===== src/rtl/cvh_pkg.sv =====
// shared constants, types and control structs of the gift-wrapping hull block
// no dependencies; every other file of the block imports this package
package cvh_pkg;

   localparam int MAX_POINTS = 64;
   localparam int MIN_POINTS = 3;
   localparam int COORD_BITS = 16;
   localparam int IDX_BITS   = $clog2(MAX_POINTS);
   localparam int CNT_BITS   = $clog2(MAX_POINTS + 1);
   localparam int DIFF_BITS  = COORD_BITS + 1;
   localparam int PROD_BITS  = 2 * DIFF_BITS;
   localparam int CROSS_BITS = PROD_BITS + 1;
   localparam int SQ_BITS    = 2 * DIFF_BITS - 2;
   localparam int LEN_BITS   = SQ_BITS + 1;
   localparam int WORD_BITS  = 2 * COORD_BITS;

   typedef logic signed [COORD_BITS-1:0] coord_type;
   typedef logic signed [DIFF_BITS-1:0]  diff_type;
   typedef logic signed [PROD_BITS-1:0]  prod_type;
   typedef logic signed [CROSS_BITS-1:0] cross_type;
   typedef logic [LEN_BITS-1:0]          len_type;
   typedef logic [IDX_BITS-1:0]          idx_type;
   typedef logic [CNT_BITS-1:0]          cnt_type;
   typedef logic [WORD_BITS-1:0]         word_type;

   // commands from the controller to the datapath
   typedef struct packed {
      logic    wr_en;      // store the incoming point
      logic    wr_first;   // first point of a set, seeds the start search
      idx_type addr;       // store write address or scan index
      logic    rd_en;      // read point at addr
      logic    diff_en;    // edge vector from current vertex
      logic    mul_en;     // cross and square products
      logic    sum_en;     // cross product and squared length
      logic    decide_en;  // candidate update
      logic    first_i;    // scan index is zero
      logic    vtx_start;  // current vertex := start point
      logic    vtx_next;   // current vertex := candidate
      logic    emit_vtx;   // load result register with current vertex
      logic    emit_last;  // this vertex closes the run
      logic    emit_err;   // load result register with too-few-points result
   } cmd_type;

   // status from the datapath to the controller
   typedef struct packed {
      logic cand_is_start;
   } stat_type;

endpackage


===== src/rtl/cvh_ctrl.sv =====
// controller of the hull block: load counting, scan sequencing, result handshake
// depends on cvh_pkg
module cvh_ctrl import cvh_pkg::*; (
   input  logic     clock,
   input  logic     reset,
   input  logic     req_valid,
   output logic     req_ready,
   input  logic     req_last,
   output logic     rsp_valid,
   input  logic     rsp_ready,
   input  stat_type stat,
   output cmd_type  cmd
);

   localparam logic [3:0] S_IDLE   = 4'd0;
   localparam logic [3:0] S_CHECK  = 4'd1;
   localparam logic [3:0] S_ERR    = 4'd2;
   localparam logic [3:0] S_READ   = 4'd3;
   localparam logic [3:0] S_DIFF   = 4'd4;
   localparam logic [3:0] S_MUL    = 4'd5;
   localparam logic [3:0] S_SUM    = 4'd6;
   localparam logic [3:0] S_DECIDE = 4'd7;
   localparam logic [3:0] S_EMIT   = 4'd8;

   logic [3:0] state_ff, state_in;
   cnt_type    cnt_ff, cnt_in;     // points stored in the current set
   cnt_type    n_ff, n_in;         // size of the set being wrapped
   idx_type    i_ff, i_in;         // scan index
   idx_type    len_ff, len_in;     // vertices emitted so far
   logic       rsp_valid_ff, rsp_valid_in;
   logic       accept, has_room, emit_ok, last_i;

   assign req_ready = (state_ff == S_IDLE);
   assign accept    = req_valid && req_ready;
   assign has_room  = (cnt_ff < CNT_BITS'(MAX_POINTS));
   assign emit_ok   = !rsp_valid_ff || rsp_ready;
   assign last_i    = ({1'b0, i_ff} == (n_ff - CNT_BITS'(1)));
   assign rsp_valid = rsp_valid_ff;

   always_comb begin
      state_in     = state_ff;
      cnt_in       = cnt_ff;
      n_in         = n_ff;
      i_in         = i_ff;
      len_in       = len_ff;
      rsp_valid_in = rsp_valid_ff && !rsp_ready;
      cmd          = '0;
      cmd.addr     = (state_ff == S_IDLE) ? cnt_ff[IDX_BITS-1:0] : i_ff;
      cmd.first_i  = (i_ff == '0);
      case (state_ff)
         S_IDLE: begin
            if (accept) begin
               if (has_room) begin
                  cmd.wr_en    = 1'b1;
                  cmd.wr_first = (cnt_ff == '0);
                  cnt_in       = cnt_ff + CNT_BITS'(1);
               end
               if (req_last) begin
                  n_in     = has_room ? cnt_ff + CNT_BITS'(1) : cnt_ff;
                  cnt_in   = '0;
                  state_in = S_CHECK;
               end
            end
         end
         S_CHECK: begin
            if (n_ff < CNT_BITS'(MIN_POINTS)) begin
               state_in = S_ERR;
            end else begin
               cmd.vtx_start = 1'b1;
               i_in          = '0;
               len_in        = '0;
               state_in      = S_READ;
            end
         end
         S_ERR: begin
            if (emit_ok) begin
               cmd.emit_err = 1'b1;
               rsp_valid_in = 1'b1;
               state_in     = S_IDLE;
            end
         end
         S_READ: begin
            cmd.rd_en = 1'b1;
            state_in  = S_DIFF;
         end
         S_DIFF: begin
            cmd.diff_en = 1'b1;
            state_in    = S_MUL;
         end
         S_MUL: begin
            cmd.mul_en = 1'b1;
            state_in   = S_SUM;
         end
         S_SUM: begin
            cmd.sum_en = 1'b1;
            state_in   = S_DECIDE;
         end
         S_DECIDE: begin
            cmd.decide_en = 1'b1;
            if (last_i) begin
               state_in = S_EMIT;
            end else begin
               i_in     = i_ff + IDX_BITS'(1);
               state_in = S_READ;
            end
         end
         S_EMIT: begin
            if (emit_ok) begin
               cmd.emit_vtx  = 1'b1;
               cmd.emit_last = stat.cand_is_start || (len_ff == IDX_BITS'(MAX_POINTS - 1));
               rsp_valid_in  = 1'b1;
               len_in        = len_ff + IDX_BITS'(1);
               if (cmd.emit_last) begin
                  state_in = S_IDLE;
               end else begin
                  cmd.vtx_next = 1'b1;
                  i_in         = '0;
                  state_in     = S_READ;
               end
            end
         end
         default: begin
            state_in = S_IDLE;
         end
      endcase
   end

   always_ff @(posedge clock) begin
      if (reset) begin
         state_ff     <= S_IDLE;
         cnt_ff       <= '0;
         n_ff         <= '0;
         i_ff         <= '0;
         len_ff       <= '0;
         rsp_valid_ff <= 1'b0;
      end else begin
         state_ff     <= state_in;
         cnt_ff       <= cnt_in;
         n_ff         <= n_in;
         i_ff         <= i_in;
         len_ff       <= len_in;
         rsp_valid_ff <= rsp_valid_in;
      end
   end

endmodule


===== config.mk =====
export PLATFORM = sky130hd
export DESIGN_NAME = cvh_ctrl
export DESIGN_NICKNAME = d
export VERILOG_FILES = /design/src/rtl/cvh_pkg.sv /design/src/rtl/cvh_ctrl.sv
export SDC_FILE = /design/constraint.sdc
export NUM_CORES = 1
export LEC_CHECK = 0
export BUFFER_PORTS_ARGS = -buffer_cell sky130_fd_sc_hd__buf_4
export CORE_ASPECT_RATIO = 1.25
export CORE_MARGIN = 2
export CORE_UTILIZATION = 35
export CTS_CLUSTER_DIAMETER = 150
export DETAILED_ROUTE_END_ITERATION = 8
export PLACE_DENSITY = 0.59
export SYNTH_ARGS = -nofsm -noshare
export SYNTH_HDL_FRONTEND = slang
export SYNTH_SLANG_ARGS = --single-unit

===== constraint.sdc =====
create_clock -name clock -period 6.3 [get_ports clock]
set_input_delay 1.26 -clock clock [delete_from_list [all_inputs] [get_ports clock]]
set_output_delay 1.26 -clock clock [all_outputs]
set_load 0.05 [all_outputs]

# Word level (Yosys, flattened, before mapping)
# Cells that the tools add are included.
[totals]
register_bits = 31
in_bits = 6
out_inout_bits = 21
[classes]
add_sub_neg = 4
order_cmp = 2
n_eq_ne = 17
muxes = 35
reduce_logical = 17
[ops]
columns = ["operator", "n"]
rows = [
  ["6-bit two-way mux", 6],
  ["4-bit one-hot mux with 9 select lines", 1],
  ["4-bit two-way mux", 5],
  ["6-bit one-hot mux with 3 select lines", 1],
  ["4-bit by 3-bit equality test with 1-bit output, second input constant", 4],
  ["7-bit two-way mux", 2],
  ["1-bit two-way mux", 13],
  ["6-bit by 1-bit adder with 6-bit output, second input constant", 2],
  ["6-bit one-hot mux with 2 select lines", 1],
  ["2-bit != test, second input constant", 5],
  ["4-bit by 2-bit equality test with 1-bit output, second input constant", 2],
  ["2-bit two-way mux", 4],
  ["7-bit by 1-bit adder with 7-bit output, second input constant", 1],
  ["6-bit by 7-bit equality test with 1-bit output", 1],
  ["7-bit zero test", 1],
  ["7-bit by 2-bit less-than comparator with 1-bit output, second input constant", 1],
  ["7-bit less-than comparator, second input constant", 1],
  ["7-bit by 1-bit subtractor with 7-bit output, second input constant", 1],
  ["6-bit equality test, second input constant", 1],
  ["6-bit zero test", 1],
  ["3-bit two-way mux", 2],
  ["3-bit AND reduction", 2],
  ["5-bit AND reduction", 1],
  ["4-bit by 1-bit equality test with 1-bit output, second input constant", 1],
  ["other kinds (11)", 15],
]

# Longest topological paths before layout
[depth]
word_depth = 5
mapped_depth = 8
mapped_depth_nobuf = 8

# Least setup slack after synthesis
# OpenSTA, ideal clock, no wires.
[synth_path]
path_kind = "input to output"
from = "in rsp_ready"
to = "out cmd[0] (netlist bit)"
arrival_ns = 2.837
required_ns = 5.040
path_slack_ns = 2.203
stages = 2
n_path_buf = 0
cell_sequence = "nor2b_1 nor4_1"
[synth_lines]
columns = ["item", "line", "rtl"]
rows = [
  ["from (decl)", "cvh_ctrl.sv:10", "input logic rsp_ready,"],
  ["to (decl)", "cvh_ctrl.sv:12", "output cmd_type cmd"],
]

==> impl_results.md <==
- Area Growth Syn to Fin: 14.1%
- Via count of the first global-routing pass: roughly 1,800
- Final setup viols: 0
- Die area: around 6500 µm²
- Leak pwr: 0.928 nW
- Pin count of the biggest net entering global routing: 28
- Maxcap violations: 0
- Post-detail-place hpwl: approximately 3500 µm
- Synth Register Bits: 31
- TNS Setup: 0 ns
- Non-filler cells, final: ~340
- Max Slew Vio Count: 0
- Clock sink count: 31
- DRC: 0
- Power after layout: roughly 0.45 mW
- I/O Pins: 27
- Final min period: roughly 3.4 ns
- Worst Setup Start Kind: input pin
- Synth Net Count: between 200 and 300
- Seq/Total Area, Yosys: a little under a third
- Yosys warnings: 0
- DR iter-0 viols: 99
- CP max FO: 3
- GR Overflow Total: 0
- Run status: finished clean
- Drt total wl: between 4000 and 5000 µm
- EDFF count, synth: 0
- Synth area leaders: dfxtp_1 (30%), nor2_1 (6.2%), xor2_1 (5.5%)
- Unrepaired setup endpoints after global routing: false
- Final hold violations: 0
- DR vias: between 1,500 and 2,000
- Die height: 89.8 µm
- Worst-margin pin slew: about 0.94 ns
- Die Width: just over 70 µm
- Worst path slowest cell: buf_4
- CP dominant cell by count: buf_4
- CTS Buf Count: 5
- Final GP Congestion: approximately 0.8
- CTS tree: yes
- Final net count: between 200 and 300
- HP Class: reg -> reg
- Row cnt: 31
- Crit-path cells: buf_4 > nand2b_1 > nand2_1 > inv_2 > and2_1 > buf_4
- Post-Route Utilization: between 40 and 50%
- Setup Skew: around 0.0027 ns
- Worst vdd ir: between 0.08 and 0.09 mV
- Drt pass-1 iters: 4
- Synth top area share: between 30 and 40%
- Yosys cell types: 54
- Crit path capture type: primary output
- Post-Syn Instances: 250
- Final Cycle Share: 53.3%
- PortBufs: 26
- WP data arrival: 2.10 ns
- PostCTS Resize Cnt: 0
- Setup WS post-layout: slightly below 3 ns
- Max_slew headroom: between 30% and 40%
- Pre-CTS WS: approximately 3 ns
- Post-synth top cells: nor2_1 (34), dfxtp_1 (31), nand2_1 (17)
- Layout cells sized above 1: between 10% and 20%
- Initial antenna violation count: 0
- Overall routing resource usage: 15.6%
- Antenna diode instance count: 0
- Top-count cell post-synth: nor2_1
- Syn Area/Cell: 8.24 µm²
- Core Footprint: 5740 µm²
- Max Clk Rate: 298 MHz
- DR vias/cell: about 5.4
- Top FF cell, synth: dfxtp_1
- WP data required: just over 5 ns
- Max clock buf depth: 2
- CP Class: in -> out
- ANT nets after route: 0
- First-pass GRT wire length: about 8000 µm
- Pwr dens: around 190 nW/µm²
- Avg WL per Cell: 14.2 µm
- Clk pin slew, worst setup/hold paths: 0.06 ns
- CTS H-tree lvls: 2
- Hold_buf cts: 0
- Placed cell count: about 330
- Leading area contributor after synthesis: dfxtp_1
- Root buf cell: clkbuf_8
- Post-CTS setup buffer count: 0
- Post-synth ARST share: 0%
- Max incr delay on CP: 0.19 ns
- Post-Syn Area: 2060 µm²
- Worst skew pair latency: ~0.28 ns
- Initial core utilization: approximately 36%
## cell type report
| class | instances | area (µm²) |
|---|---|---|
| tap | 66 | 82.6 |
| fill | 621 | 3390 |
| clock buffer | 6 | 82.6 |
| clock inverter | 1 | 5.00 |
| timing repair buffer | 27 | 203 |
| sequential | 31 | 621 |
| inverter | 7 | 26.3 |
| multi-input combinational | 197 | 1330 |
## report_power, final
part           total [mW]  leakage (nW)  internal [mW]  switching [mW]
registers           0.210         0.251          0.200         0.00944
clock network       0.158        0.0470         0.0856          0.0724
logic              0.0850         0.630         0.0321          0.0529
total               0.453         0.928          0.318           0.135
## cells by family (layout without fill, tap and decap cells)
| kind of cell | after synthesis | after routing | synth area share [%] |
|---|---|---|---|
| AOI/OAI and AO/OA | 54 | 54 | 17.9 |
| buffers and inverters | 22 | 41 | 5.22 |
| muxes | 8 | 8 | 4.13 |
| DFF | 31 | 31 | 30.1 |
| xor gates and xnor gates | 20 | 20 | 8.86 |
| and+or+nand+nor | 109 | 109 | 30.1 |
| adders and majority gates | 6 | 6 | 3.64 |
## per-stage QoR
| stage | hold WS (ns) | instance area (µm²) |
|---|---|---|
| 2_1_floorplan | 0.458 | 2060 |
| 3_3_place_gp | 0.467 | 2260 |
| 3_5_place_dp | 0.480 | 2260 |
| 4_1_cts | 0.493 | 2350 |
| 5_1_grt | 0.515 | 2350 |
| 6_report | 0.495 | 2350 |
## path summary, 6_finish.rpt
check	from	endpoint	slack, ns	depth (start not counted)
max	rsp_ready	cmd[3]	2.94	6
min	len_ff[1]	len_ff[1]	0.50	2
max reg2reg	n_ff[0]	i_ff[2]	4.07	8
min reg2reg	len_ff[1]	len_ff[1]	0.50	2
## routing by layer
metal,wire [µm],vias up,share of wire (%),GRT usage (%)
met3,129,4,2.7,2.91
met4,68,0,1.4,6.64
met2,2350,23,49,24.8
met1,2210,848,46,20.3
met5,0,-,0,0
li1,-,932,-,-
## critical path, delay by kind of cell
kind | cells | cell delay, ns
buffers and inverters | 3 | 0.35
and+or+nand+nor | 3 | 0.48
## cell usage in the layout, fill, tap and decap left out, types with 2 or more instances in the layout
master	count
xor2_1	13
dfxtp_1	31
a32oi_1	2
mux2_2	4
mux2i_1	4
nor2b_1	4
buf_4	27
nand3b_1	3
xnor2_1	6
a22oi_1	5
nand4b_1	2
nor3_1	9
nand4_1	2
a211o_1	2
and2_1	3
o21ai_0	9
and4b_1	2
nand3_1	7
and3_1	5
ha_1	6
o211ai_1	2
inv_1	6
nor2_1	34
nand2_1	17
clkbuf_8	6
a211oi_1	8
nand2b_1	7
nor4_1	4
a21oi_1	15
## flip-flops by register name, indices dropped and copies added, names as in the netlist
| signal | count |
|---|---|
| n_ff | 7 |
| rsp_valid | 1 |
| cnt_ff | 7 |
| state_ff | 4 |
| len_ff | 6 |
| i_ff | 6 |
(Power assumes the default switching activity.)
